--- config.mk ---
export PLATFORM = sky130hd
export DESIGN_NAME = trimmed_mean_current_filter
export DESIGN_NICKNAME = d
export VERILOG_FILES = /design/src/design/tmcf_pkg.sv /design/src/design/tmcf_result_pipe.sv /design/src/design/trimmed_mean_current_filter.sv
export SDC_FILE = /design/constraint.sdc
export NUM_CORES = 1
export LEC_CHECK = 0
export BUFFER_PORTS_ARGS = -buffer_cell sky130_fd_sc_hd__buf_2
export CAP_MARGIN = 5
export CORE_MARGIN = 10
export CORE_UTILIZATION = 69
export CTS_CLUSTER_DIAMETER = 100
export DETAILED_ROUTE_END_ITERATION = 6
export MAX_ROUTING_LAYER = met4
export PLACE_DENSITY = 0.85
export SLEW_MARGIN = 5
export SYNTH_ARGS = -nofsm -noshare
export SYNTH_HDL_FRONTEND = slang
export SYNTH_HIERARCHICAL = 1
export SYNTH_SLANG_ARGS = --single-unit
--- constraint.sdc ---
create_clock -name aclk -period 16.1 [get_ports aclk]
set_input_delay 0.805 -clock aclk [delete_from_list [all_inputs] [get_ports aclk]]
set_output_delay 0.805 -clock aclk [all_outputs]
set_load 0.03 [all_outputs]
--- src/design/tmcf_pkg.sv ---
`timescale 1ns / 1ps
`default_nettype none

package tmcf_pkg;

    // Samples per averaging window (3 .. 64)
    localparam int SAMPLE_COUNT = 10;

    localparam int CODE_W  = 12;
    localparam int GAIN_W  = 16;
    localparam int MEAN_W  = 20;
    localparam int CUR_W   = 16;
    localparam int FRAC_W  = 8;
    localparam int CNT_W   = $clog2(SAMPLE_COUNT + 1);
    localparam int SUM_W   = $clog2(SAMPLE_COUNT * ((1 << CODE_W) - 1) + 1);

    localparam int S_TDATA_W = 16;
    localparam int M_TDATA_W = 40;
    localparam int CFG_IDX_W = 1;
    localparam int CFG_DAT_W = 16;

    // Register indexes on the config channel
    localparam logic [CFG_IDX_W-1:0] REG_THRESHOLD = 1'd0;
    localparam logic [CFG_IDX_W-1:0] REG_GAIN      = 1'd1;

    localparam logic [CODE_W-1:0] THRESHOLD_RST = 12'd0;
    localparam logic [GAIN_W-1:0] GAIN_RST      = 16'd3716;

    // Mean divide by (SAMPLE_COUNT - 2) done as multiply by reciprocal.
    // floor(x / D) == (x * ceil(2^S / D)) >> S for x < 2^(S - clog2(D)).
    // The dividend is trimmed << 8, so the shift absorbs the Q8 scaling.
    localparam int MEAN_DIV    = SAMPLE_COUNT - 2;
    localparam int DIV_SHIFT   = SUM_W + FRAC_W + $clog2(MEAN_DIV);
    localparam int DIV_MULT_W  = SUM_W + FRAC_W + 1;
    localparam longint unsigned DIV_MULT_L =
        ((longint'(1) << DIV_SHIFT) + longint'(MEAN_DIV) - 1) / longint'(MEAN_DIV);
    localparam logic [DIV_MULT_W-1:0] DIV_MULT = DIV_MULT_W'(DIV_MULT_L);
    localparam int MEAN_PROD_W = SUM_W + DIV_MULT_W;
    localparam int MEAN_SHIFT  = DIV_SHIFT - FRAC_W;

    localparam int CUR_PROD_W  = MEAN_W + GAIN_W;

    // Request from the window accumulator to the result pipeline
    typedef struct packed {
        logic             valid;
        logic [SUM_W-1:0] trimmed;
    } trim_req_t;

endpackage

`default_nettype wire

--- src/design/tmcf_result_pipe.sv ---
`timescale 1ns / 1ps
`default_nettype none

module tmcf_result_pipe
    import tmcf_pkg::*;
(
    input  wire                   aclk,
    input  wire                   aresetn,
    input  trim_req_t             req,
    input  wire  [CODE_W-1:0]     threshold,
    input  wire  [GAIN_W-1:0]     gain,
    output logic                  advance,
    output logic                  m_tvalid,
    input  wire                   m_tready,
    output logic [M_TDATA_W-1:0]  m_tdata     // [19:0] trimmed_mean_q8, [35:20] current_value
);

    logic                    mean_valid_reg;
    logic [MEAN_W-1:0]       mean_reg;
    logic                    diff_valid_reg;
    logic [MEAN_W-1:0]       diff_mean_reg;
    logic [MEAN_W-1:0]       diff_reg;
    logic                    prod_valid_reg;
    logic [MEAN_W-1:0]       prod_mean_reg;
    logic [CUR_PROD_W-1:0]   prod_reg;
    logic                    out_valid_reg;
    logic [M_TDATA_W-1:0]    out_data_reg;

    logic [MEAN_PROD_W-1:0]  mean_prod;
    logic [MEAN_W-1:0]       mean_next;
    logic [MEAN_W-1:0]       thr_q8;
    logic [MEAN_W-1:0]       diff_next;
    logic [CUR_PROD_W-1:0]   prod_next;
    logic [CUR_W-1:0]        cur_next;

    // whole pipe moves when the output slot is free or being taken
    assign advance = !out_valid_reg || m_tready;

    assign mean_prod = MEAN_PROD_W'(req.trimmed) * MEAN_PROD_W'(DIV_MULT);
    assign mean_next = mean_prod[MEAN_SHIFT +: MEAN_W];

    assign thr_q8    = {threshold, {FRAC_W{1'b0}}};
    assign diff_next = (mean_reg > thr_q8) ? (mean_reg - thr_q8) : '0;

    assign prod_next = CUR_PROD_W'(diff_reg) * CUR_PROD_W'(gain);

    // >> 16 then clamp to 16 bits
    assign cur_next = (|prod_reg[CUR_PROD_W-1:2*CUR_W]) ? {CUR_W{1'b1}}
                                                        : prod_reg[2*CUR_W-1:CUR_W];

    always_ff @(posedge aclk) begin
        if (!aresetn) begin
            mean_valid_reg <= 1'b0;
            diff_valid_reg <= 1'b0;
            prod_valid_reg <= 1'b0;
            out_valid_reg  <= 1'b0;
        end else if (advance) begin
            mean_valid_reg <= req.valid;
            diff_valid_reg <= mean_valid_reg;
            prod_valid_reg <= diff_valid_reg;
            out_valid_reg  <= prod_valid_reg;
        end
    end

    always_ff @(posedge aclk) begin
        if (advance) begin
            mean_reg      <= mean_next;
            diff_mean_reg <= mean_reg;
            diff_reg      <= diff_next;
            prod_mean_reg <= diff_mean_reg;
            prod_reg      <= prod_next;
            out_data_reg  <= {{(M_TDATA_W - MEAN_W - CUR_W){1'b0}}, cur_next, prod_mean_reg};
        end
    end

    assign m_tvalid = out_valid_reg;
    assign m_tdata  = out_data_reg;

endmodule

`default_nettype wire

--- src/design/trimmed_mean_current_filter.sv ---
`timescale 1ns / 1ps
`default_nettype none

// Trimmed-mean current filter.
// s_ channel: one 12-bit ADC code per transaction. Codes below the no-load
// threshold are dropped; the others build a running sum, max and min.
// Once SAMPLE_COUNT codes are in, the window is closed and the next
// transaction's sample is ignored; that transaction produces exactly one
// m_ transaction: trimmed mean (sum - max - min) / (SAMPLE_COUNT - 2) in Q8
// and the current ((mean - threshold) * gain) >> 16, clamped to 16 bits.
// Then a new window starts.
// Throughput: one s_ transaction per cycle while s_tready is high; the
// accumulator updates in the cycle of acceptance. From the closing
// transaction to m_tvalid the window passes the trim register, reciprocal
// multiply for the divide, threshold subtract, gain multiply and clamp/output register.
// A stalled m_tready freezes the whole result pipeline and drops s_tready
// (combinationally) once the output register is full.
// cfg channel: cfg_index 0 = no-load threshold (12 bit), 1 = gain Q8
// (16 bit); always ready; write only while no result is pending.
// Reset (aresetn low, synchronous): empty window, threshold 0, gain 3716,
// no result pending.
module trimmed_mean_current_filter
    import tmcf_pkg::*;
(
    input  wire                   aclk,
    input  wire                   aresetn,
    input  wire                   s_tvalid,
    output logic                  s_tready,
    input  wire  [S_TDATA_W-1:0]  s_tdata,    // [11:0] sample_code
    output logic                  m_tvalid,
    input  wire                   m_tready,
    output logic [M_TDATA_W-1:0]  m_tdata,    // [19:0] trimmed_mean_q8, [35:20] current_value
    input  wire                   cfg_valid,
    output logic                  cfg_ready,
    input  wire  [CFG_IDX_W-1:0]  cfg_index,
    input  wire  [CFG_DAT_W-1:0]  cfg_data
);

    typedef enum logic {
        PH_COLLECT,
        PH_HELD
    } phase_t;

    phase_t             phase_reg,  phase_next;
    logic [CNT_W-1:0]   count_reg,  count_next;
    logic [SUM_W-1:0]   sum_reg,    sum_next;
    logic [CODE_W-1:0]  max_reg,    max_next;
    logic [CODE_W-1:0]  min_reg,    min_next;
    trim_req_t          req_reg,    req_next;
    logic [CODE_W-1:0]  threshold_reg;
    logic [GAIN_W-1:0]  gain_reg;

    logic               advance;
    logic               in_fire;
    logic [CODE_W-1:0]  code;

    assign s_tready  = advance;
    assign cfg_ready = 1'b1;
    assign in_fire   = s_tvalid && s_tready;
    assign code      = s_tdata[CODE_W-1:0];

    // config registers
    always_ff @(posedge aclk) begin
        if (!aresetn) begin
            threshold_reg <= THRESHOLD_RST;
            gain_reg      <= GAIN_RST;
        end else if (cfg_valid) begin
            case (cfg_index)
                REG_THRESHOLD: threshold_reg <= cfg_data[CODE_W-1:0];
                REG_GAIN:      gain_reg      <= cfg_data[GAIN_W-1:0];
                default:       ;
            endcase
        end
    end

    // window accumulator
    always_comb begin
        phase_next = phase_reg;
        count_next = count_reg;
        sum_next   = sum_reg;
        max_next   = max_reg;
        min_next   = min_reg;
        req_next   = '{valid: 1'b0, trimmed: sum_reg - SUM_W'(max_reg) - SUM_W'(min_reg)};
        if (in_fire) begin
            case (phase_reg)
                PH_HELD: begin
                    // closing transaction: sample ignored, hand the window to the pipe
                    req_next.valid = 1'b1;
                    phase_next     = PH_COLLECT;
                    count_next     = '0;
                    sum_next       = '0;
                    max_next       = '0;
                    min_next       = {CODE_W{1'b1}};
                end
                default: begin
                    if (code >= threshold_reg) begin
                        sum_next   = sum_reg + SUM_W'(code);
                        count_next = count_reg + CNT_W'(1);
                        if (code > max_reg) max_next = code;
                        if (code < min_reg) min_next = code;
                    end
                    if (count_next >= CNT_W'(SAMPLE_COUNT)) begin
                        phase_next = PH_HELD;
                    end
                end
            endcase
        end
    end

    always_ff @(posedge aclk) begin
        if (!aresetn) begin
            phase_reg     <= PH_COLLECT;
            count_reg     <= '0;
            sum_reg       <= '0;
            max_reg       <= '0;
            min_reg       <= {CODE_W{1'b1}};
            req_reg.valid <= 1'b0;
        end else begin
            phase_reg <= phase_next;
            count_reg <= count_next;
            sum_reg   <= sum_next;
            max_reg   <= max_next;
            min_reg   <= min_next;
            if (advance) begin
                req_reg <= req_next;
            end
        end
    end

    tmcf_result_pipe u_result_pipe (
        .aclk      (aclk),
        .aresetn   (aresetn),
        .req       (req_reg),
        .threshold (threshold_reg),
        .gain      (gain_reg),
        .advance   (advance),
        .m_tvalid  (m_tvalid),
        .m_tready  (m_tready),
        .m_tdata   (m_tdata)
    );

    // a closed window always holds exactly SAMPLE_COUNT codes
    a_held_count: assert property (@(posedge aclk) disable iff (!aresetn)
        phase_reg == PH_HELD |-> count_reg == CNT_W'(SAMPLE_COUNT))
        else $error("closed window with wrong sample count");

    // once anything was accumulated the extremes are ordered
    a_extremes: assert property (@(posedge aclk) disable iff (!aresetn)
        count_reg != '0 |-> min_reg <= max_reg)
        else $error("running min above running max");

    // an empty window has a zero sum
    a_empty_sum: assert property (@(posedge aclk) disable iff (!aresetn)
        count_reg == '0 |-> sum_reg == '0)
        else $error("empty window with nonzero sum");

    // closing transaction hands a request to the result pipe
    a_close_req: assert property (@(posedge aclk) disable iff (!aresetn)
        in_fire && phase_reg == PH_HELD |=> req_reg.valid && phase_reg == PH_COLLECT)
        else $error("closing transaction lost");

endmodule

`default_nettype wire
==> results.json, run 1 <==
{
  "cts.path.max_buffers": 3,
  "clock_latency_ns": 0.54,
  "syn_to_final_growth_pct": 7.15,
  "start_util_pct": 70.6,
  "fin_area_mm2": 0.0192,
  "drt_iter0_drc": 928,
  "drt_pre_antenna_iters": 6,
  "slowest_stage": "edfxtp_1",
  "syn_area_mm2": 0.0179,
  "antenna_cells": 0,
  "cts_resized": 0,
  "grt_usage_pct": 25.2,
  "rsz0062_at_grt": "no",
  "timing.final.crit_share_pct": 41.9,
  "drt-total-wl_um": 40100,
  "cts_max_level": 1,
  "postCtsHoldBufs": 0,
  "crit_chain": "and2_1, fa_1, inv_1, fa_1, fa_1, fa_1, inv_1, fa_1, inv_1, fa_1, inv_1, ha_1, nand4_1, nor4_1, a211oi_2, o211ai_2, a31o_4, a21oi_1, o21ai_1, xor2_1",
  "status": "completed",
  "dieArea_mm2": 0.0328,
  "placed_cell_area_mm2": 0.0184,
  "postRouteAntennaNets": 0,
  "cts_root_buffer": "clkbuf_16",
  "drive_above_1_share_pct": 6.87,
  "post-route-min-period_ns": 6.75,
  "cts_setup_buffers": 0,
  "place.gp.congestion": 0.913,
  "worst_slew_pin_slew_ns": 1.19,
  "grt-ovfl-total": 0,
  "grt_max_degree": 79,
  "routedWlPerCell_um": 18.3,
  "cts_tree": "done",
  "max_freq_ghz": 0.148,
  "core_mm2": 0.0253,
  "finalSetupTns_ns": 0,
  "crit_path_end_kind": "flop",
  "clock-sinks": 203,
  "critPathLaunchType": "flop",
  "path_buf_inv": 4,
  "grt_pass1_vias": 13700,
  "required_ns": 16.38,
  "yosysWarnings": 6,
  "setup-violations-final": 0,
  "crit_top_cell": "fa_1",
  "grt_pass1_wl_um": 66800,
  "hpwl_um": 30500,
  "vias": 13100,
  "skew_ns": 0.0155,
  "die_w_um": 181,
  "cts.clk_slew.worst_paths_ns": 0.06,
  "num_io_pins": 81,
  "syn_area_per_cell_um2": 9.88,
  "slew_headroom_pct": 20.0,
  "synth_cells": 1810,
  "rows": 58,
  "critPathKind": "reg -> reg",
  "drv_slew": 0,
  "largest_reg_flops": 31,
  "drc_errors": 0,
  "crit_family": "adder cells",
  "viasPerCell": 5.97,
  "maxCapViolCount": 0,
  "cts_made_buffers": 24,
  "final_nets": 2252,
  "arrival_ns": 7.03,
  "antenna_found_initial": 0,
  "final_hold_viol_count": 0,
  "io_buffers": 66,
  "worstHoldPathType": "reg -> reg",
  "die_h_um": 181,
  "cp_max_fo": 16,
  "cpPeakStageDelay_ns": 0.68
}
[layout make-up]
class                      instances  area, um^2
clock buffer                      31         627
clock inverter                    13         134
fill                            1735        6170
inverter                         290        1090
multi-input combinational       1257       11200
sequential                       203        5330
tap                              330         413
timing repair buffer              70         360
[final timing paths]
kind                                                   end  cells past startpoint  slack (ns)                      startpoint
worst min register to register    u_result_pipe/m_tdata[5]                      0        0.42  u_result_pipe/prod_mean_reg[5]
worst max-delay path            u_result_pipe/prod_reg[33]                     20        9.35      u_result_pipe/diff_reg[10]
worst max register to register  u_result_pipe/prod_reg[33]                     20        9.35      u_result_pipe/diff_reg[10]
worst min-delay path              u_result_pipe/m_tdata[5]                      0        0.42  u_result_pipe/prod_mean_reg[5]
[through the flow]
step | hold WS [ns] | utilization [%] | worst slack, ns | cells
floorplan | 0.400 | - | 10.06 | 1818
global placement | 0.401 | 72.6 | 9.58 | 2150
detailed placement | 0.405 | 72.6 | 9.43 | 2150
CTS | 0.417 | 75.6 | 9.35 | 2194
global route | 0.423 | 75.6 | 9.10 | 2194
finish | 0.416 | 75.6 | 9.35 | 2194
[placed cells by master, fill, tap and decap left out, drive strengths merged, types with 13 or more instances in the layout]
cell	instances
nand3	54
a31oi	16
ha	175
fa	193
dfxtp	77
nand2b	24
inv	291
xnor2	28
nor2b	18
a21o	28
a21oi	56
o21ai	35
nand4	15
clkbuf	31
and2	123
and3	14
or3	13
xor2	20
nand2	238
a21boi	34
buf	70
nor2	37
edfxtp	126
[routing by layer]
layer | track usage (%) | vias up | wire length (um)
met3 | 3.24 | 89 | 2730
met1 | 31.9 | 6525 | 16400
met5 | - | - | 0
met2 | 41.7 | 483 | 19800
li1 | - | 6008 | -
met4 | 7.29 | 0 | 1100
Power of run 1 is not shown: default switching activity piles up to over one toggle a cycle in this logic, so the estimate is an artifact.
==> inputs of run 2 (changes only) <==
Settings changed: ABC_AREA set to 1, CORE_UTILIZATION 69 to 64, PLACE_DENSITY 0.85 to 0.79.
Clock period 16.1 ns to 6.7 ns, I/O delays scaled along.
==> results.json, run 2 <==
{
  "cts.path.max_buffers": 3,
  "start_util_pct": 65.4,
  "routedWlPerCell_um": 15.9,
  "cpPeakStageDelay_ns": 0.90,
  "crit_family": "adder cells",
  "fin_ws_ns": 0.697,
  "drive_above_1_share_pct": 6.82,
  "drv_slew": 0,
  "final_hold_viol_count": 0,
  "drt-total-wl_um": 44200,
  "status": "completed",
  "crit_end": "u_result_pipe/prod_reg[34]",
  "hpwl_um": 34600,
  "slew_headroom_pct": 38.5,
  "io_buffers": 66,
  "core_mm2": 0.0290,
  "syn_area_per_cell_um2": 8.05,
  "drt_iter0_drc": 1373,
  "cts_setup_buffers": 0,
  "final_nets": 2792,
  "rows": 62,
  "worst_slew_pin_slew_ns": 0.923,
  "grt_pass1_wl_um": 74000,
  "grt-ovfl-total": 0,
  "clock_latency_ns": 0.54,
  "largest_reg_flops": 31,
  "critPathLaunchType": "flop",
  "viasPerCell": 5.32,
  "grt_max_degree": 69,
  "maxCapViolCount": 0,
  "vias": 14800,
  "whs_ns": 0.0691,
  "synth_cells": 2357,
  "mostFrequentLayoutCell": "nand2_1",
  "timing.final.crit_share_pct": 89.6,
  "num_io_pins": 81,
  "max_freq_ghz": 0.167,
  "layout_common_cells": "nand2_1, inv_1, fa_1",
  "place.gp.congestion": 0.960,
  "cts_max_level": 1,
  "setup-violations-final": 0,
  "clock-sinks": 203,
  "arrival_ns": 6.29,
  "grt_pass1_vias": 15400,
  "cp_max_fo": 16,
  "rsz0062_at_grt": "no",
  "path_buf_inv": 3,
  "reg2reg_from": "u_result_pipe/diff_reg[14]",
  "reg2reg_slack_ns": 0.70,
  "worstHoldPathType": "in -> reg",
  "syn_area_mm2": 0.0190,
  "reg2reg_depth": 19,
  "postCtsHoldBufs": 0,
  "reg2reg_to": "u_result_pipe/prod_reg[34]",
  "antenna_found_initial": 0,
  "grt_usage_pct": 25.5,
  "die_h_um": 192,
  "yosysWarnings": 6,
  "cts.clk_slew.worst_paths_ns": 0.06,
  "die_w_um": 192,
  "slowest_stage": "edfxtp_1",
  "postRouteAntennaNets": 0,
  "cp.depth": 19,
  "drt_pre_antenna_iters": 5,
  "finalSetupTns_ns": 0,
  "post-route-min-period_ns": 6.00,
  "crit_chain": "nand2_1, fa_1, fa_1, fa_1, inv_1, fa_1, fa_1, inv_1, fa_1, inv_1, ha_1, nand2_1, nor2_2, and2_1, nand2_1, nand2_1, nand2_1, nand3_1, nand2_1",
  "cts_resized": 0,
  "drc_errors": 0,
  "critPathKind": "reg -> reg",
  "cts_tree": "done",
  "skew_ns": 0.0213,
  "cts_root_buffer": "clkbuf_16",
  "antenna_cells": 0,
  "required_ns": 6.99,
  "crit_path_end_kind": "flop",
  "crit_start": "u_result_pipe/diff_reg[14]",
  "dieArea_mm2": 0.0370,
  "syn_to_final_growth_pct": 6.72,
  "post-place-ws_ns": 0.815,
  "cts_made_buffers": 23
}
run 2: final cells by class:
cell class / count / area (um^2)
clock buffer: 28 / 604
clock inverter: 14 / 126
fill: 2297 / 8750
inverter: 560 / 2100
multi-input combinational: 1523 / 11200
sequential: 203 / 5330
tap: 384 / 480
timing repair buffer: 75 / 398
run 2: per-layer routing:
metal | wire, um | vias up | GRT usage (%)
met2 | 20900 | 545 | 41.0
met3 | 3680 | 89 | 3.61
met1 | 18600 | 6999 | 32.9
li1 | - | 7204 | -
met5 | 0 | - | -
met4 | 1110 | 0 | 7.81
run 2: how the worst min path moves through the flow:
stage	end	startpoint	cells after the start
2_1_floorplan	u_result_pipe/m_tdata[10]	u_result_pipe/prod_mean_reg[10]	0
3_3_place_gp	u_result_pipe/prod_mean_reg[19]	u_result_pipe/diff_mean_reg[19]	0
3_5_place_dp	u_result_pipe/m_tdata[17]	u_result_pipe/prod_mean_reg[17]	0
4_1_cts	gain_reg[14]	cfg_data[14]	3
5_1_grt	gain_reg[7]	cfg_data[7]	3
6_report	gain_reg[14]	cfg_data[14]	3
run 2: worst min-delay path, cell delays in order:
cell and delay [ns]:
buf_2 0.07, o21ai_0 0.07, nor2_1 0.08
run 2: metrics by stage:
stage	utilization [%]	instances	cell area (um^2)
floorplan	-	2365	19000
detailed placement	67.3	2745	19500
CTS	69.8	2787	20300
finish	69.8	2787	20300
global route	69.8	2787	20300
global placement	67.3	2745	19500
Power of run 2 is left out for the same reason.
==> inputs of run 3 (changes only) <==
Settings changed: CORE_ASPECT_RATIO set to 1.4.
==> results.json, run 3 (synthesized netlist as in run 2, its figures left out) <==
{
  "status": "completed",
  "arrival_ns": 6.18,
  "crit_path_end_kind": "flop",
  "grt-ovfl-total": 0,
  "drt-total-wl_um": 45800,
  "antenna_found_initial": 0,
  "cts_tree": "done",
  "fill_cells": 2427,
  "core_mm2": 0.0293,
  "min-delay-start": "cfg_data[13]",
  "finalSetupTns_ns": 0,
  "reg2reg_depth": 19,
  "grt_usage_pct": 25.8,
  "cts_root_buffer": "clkbuf_16",
  "rows": 74,
  "hpwl_um": 36800,
  "cts.clk_slew.worst_paths_ns": 0.06,
  "drt_iter0_drc": 923,
  "place.gp.congestion": 0.963,
  "cts_setup_buffers": 0,
  "drc_errors": 0,
  "io_buffers": 66,
  "cts_made_buffers": 21,
  "postCtsHoldBufs": 0,
  "critPathKind": "reg -> reg",
  "required_ns": 6.98,
  "whs_endpoint": "gain_reg[13]",
  "layout_common_cells": "nand2_1, inv_1, fa_1",
  "reg2reg_to": "u_result_pipe/prod_reg[34]",
  "post-route-min-period_ns": 5.90,
  "fin_cells": 2776,
  "num_io_pins": 81,
  "cts.path.max_buffers": 3,
  "mostFrequentLayoutCell": "nand2_1",
  "grt_pass1_wl_um": 74500,
  "drt_pre_antenna_iters": 6,
  "final_hold_viol_count": 0,
  "viasPerCell": 5.39,
  "max_freq_ghz": 0.170,
  "syn_to_final_growth_pct": 6.40,
  "start_util_pct": 64.9,
  "whs_path_depth": 3,
  "drive_above_1_share_pct": 6.59,
  "cts_max_level": 1,
  "timing.final.crit_share_pct": 88.0,
  "placed_cells": 2738,
  "clock-sinks": 203,
  "fin_ws_ns": 0.802,
  "worst_slew_pin_slew_ns": 0.949,
  "cp_max_fo": 16,
  "largest_reg_flops": 31,
  "clock_latency_ns": 0.53,
  "setup-violations-final": 0,
  "grt_max_degree": 74,
  "skew_ns": 0.0248,
  "reg2reg_slack_ns": 0.80,
  "dieArea_mm2": 0.0370,
  "postRouteAntennaNets": 0,
  "vias": 15000,
  "final_nets": 2787,
  "drv_slew": 0,
  "cts_resized": 0,
  "maxCapViolCount": 0,
  "antenna_cells": 0,
  "rsz0062_at_grt": "no",
  "die_h_um": 224,
  "critPathLaunchType": "flop",
  "slew_headroom_pct": 36.8,
  "post-place-ws_ns": 0.837,
  "grt_pass1_vias": 15500,
  "die_w_um": 166,
  "routedWlPerCell_um": 16.5,
  "reg2reg_from": "u_result_pipe/diff_reg[14]",
  "worstHoldPathType": "in -> reg"
}
-- run 3: cell count changes in the layout (fill, tap and decap cells not counted), sizes merged --
| cell | previous run | this run |
|---|---|---|
| clkbuf | 28 | 27 |
| clkinvlp | 4 | 0 |
| inv | 563 | 564 |
| clkinv | 6 | 5 |
| buf | 75 | 72 |
| bufinv | 1 | 2 |
-- run 3: how the worst max path moves through the flow --
stage / from / to / slack, ns / cells past startpoint
CTS: u_result_pipe/diff_reg[10] / u_result_pipe/prod_reg[34] / 0.84 / 21
global route: u_result_pipe/diff_reg[10] / u_result_pipe/prod_reg[28] / 0.51 / 20
global placement: u_result_pipe/diff_reg[10] / u_result_pipe/prod_reg[34] / 0.93 / 21
finish: u_result_pipe/diff_reg[14] / u_result_pipe/prod_reg[34] / 0.80 / 19
detailed placement: u_result_pipe/diff_reg[10] / u_result_pipe/prod_reg[34] / 0.84 / 21
floorplan: u_result_pipe/diff_reg[10] / u_result_pipe/prod_reg[25] / 1.31 / 22
-- run 3: final cells by class --
cell class	instances	area (um^2)	area share [%]
clock inverters	11	119	0.588
flip-flops and latches	203	5330	26.4
clock buffers	27	578	2.86
inverters	560	2100	10.4
multi-input cells	1523	11200	55.6
repair buffers	72	375	1.86
well taps	380	475	2.35
-- run 3: stage by stage --
step,utilization [%],cell area (um^2),hold slack (ns)
after CTS,69.0,20200,0.0453
after detailed placement,66.7,19500,0.405
after global placement,66.7,19500,0.401
after global routing,69.0,20200,0.0741
after floorplan,-,19000,0.400
final,69.0,20200,0.0613
-- run 3: critical path, stage by stage (launching register included) --
cell	delay (ns)
edfxtp_1	0.83
nand2_1	0.17
fa_1	0.59
fa_1	0.43
fa_1	0.52
inv_1	0.05
fa_1	0.47
fa_1	0.55
inv_1	0.05
fa_1	0.52
inv_1	0.04
ha_1	0.35
nand2_1	0.12
nor2_2	0.24
and2_1	0.16
nand2_1	0.05
nand2_1	0.21
nand2_1	0.13
nand3_1	0.10
nand2_1	0.05
-- run 3: layer usage --
metal / up-vias / track usage (%) / routed length (um)
met5: - / - / 0
met4: 0 / 12.0 / 2420
met3: 155 / 2.61 / 2210
met2: 525 / 47.2 / 24500
met1: 7085 / 27.0 / 16700
li1: 7191 / - / -
Power of run 3 is left out for the same reason.
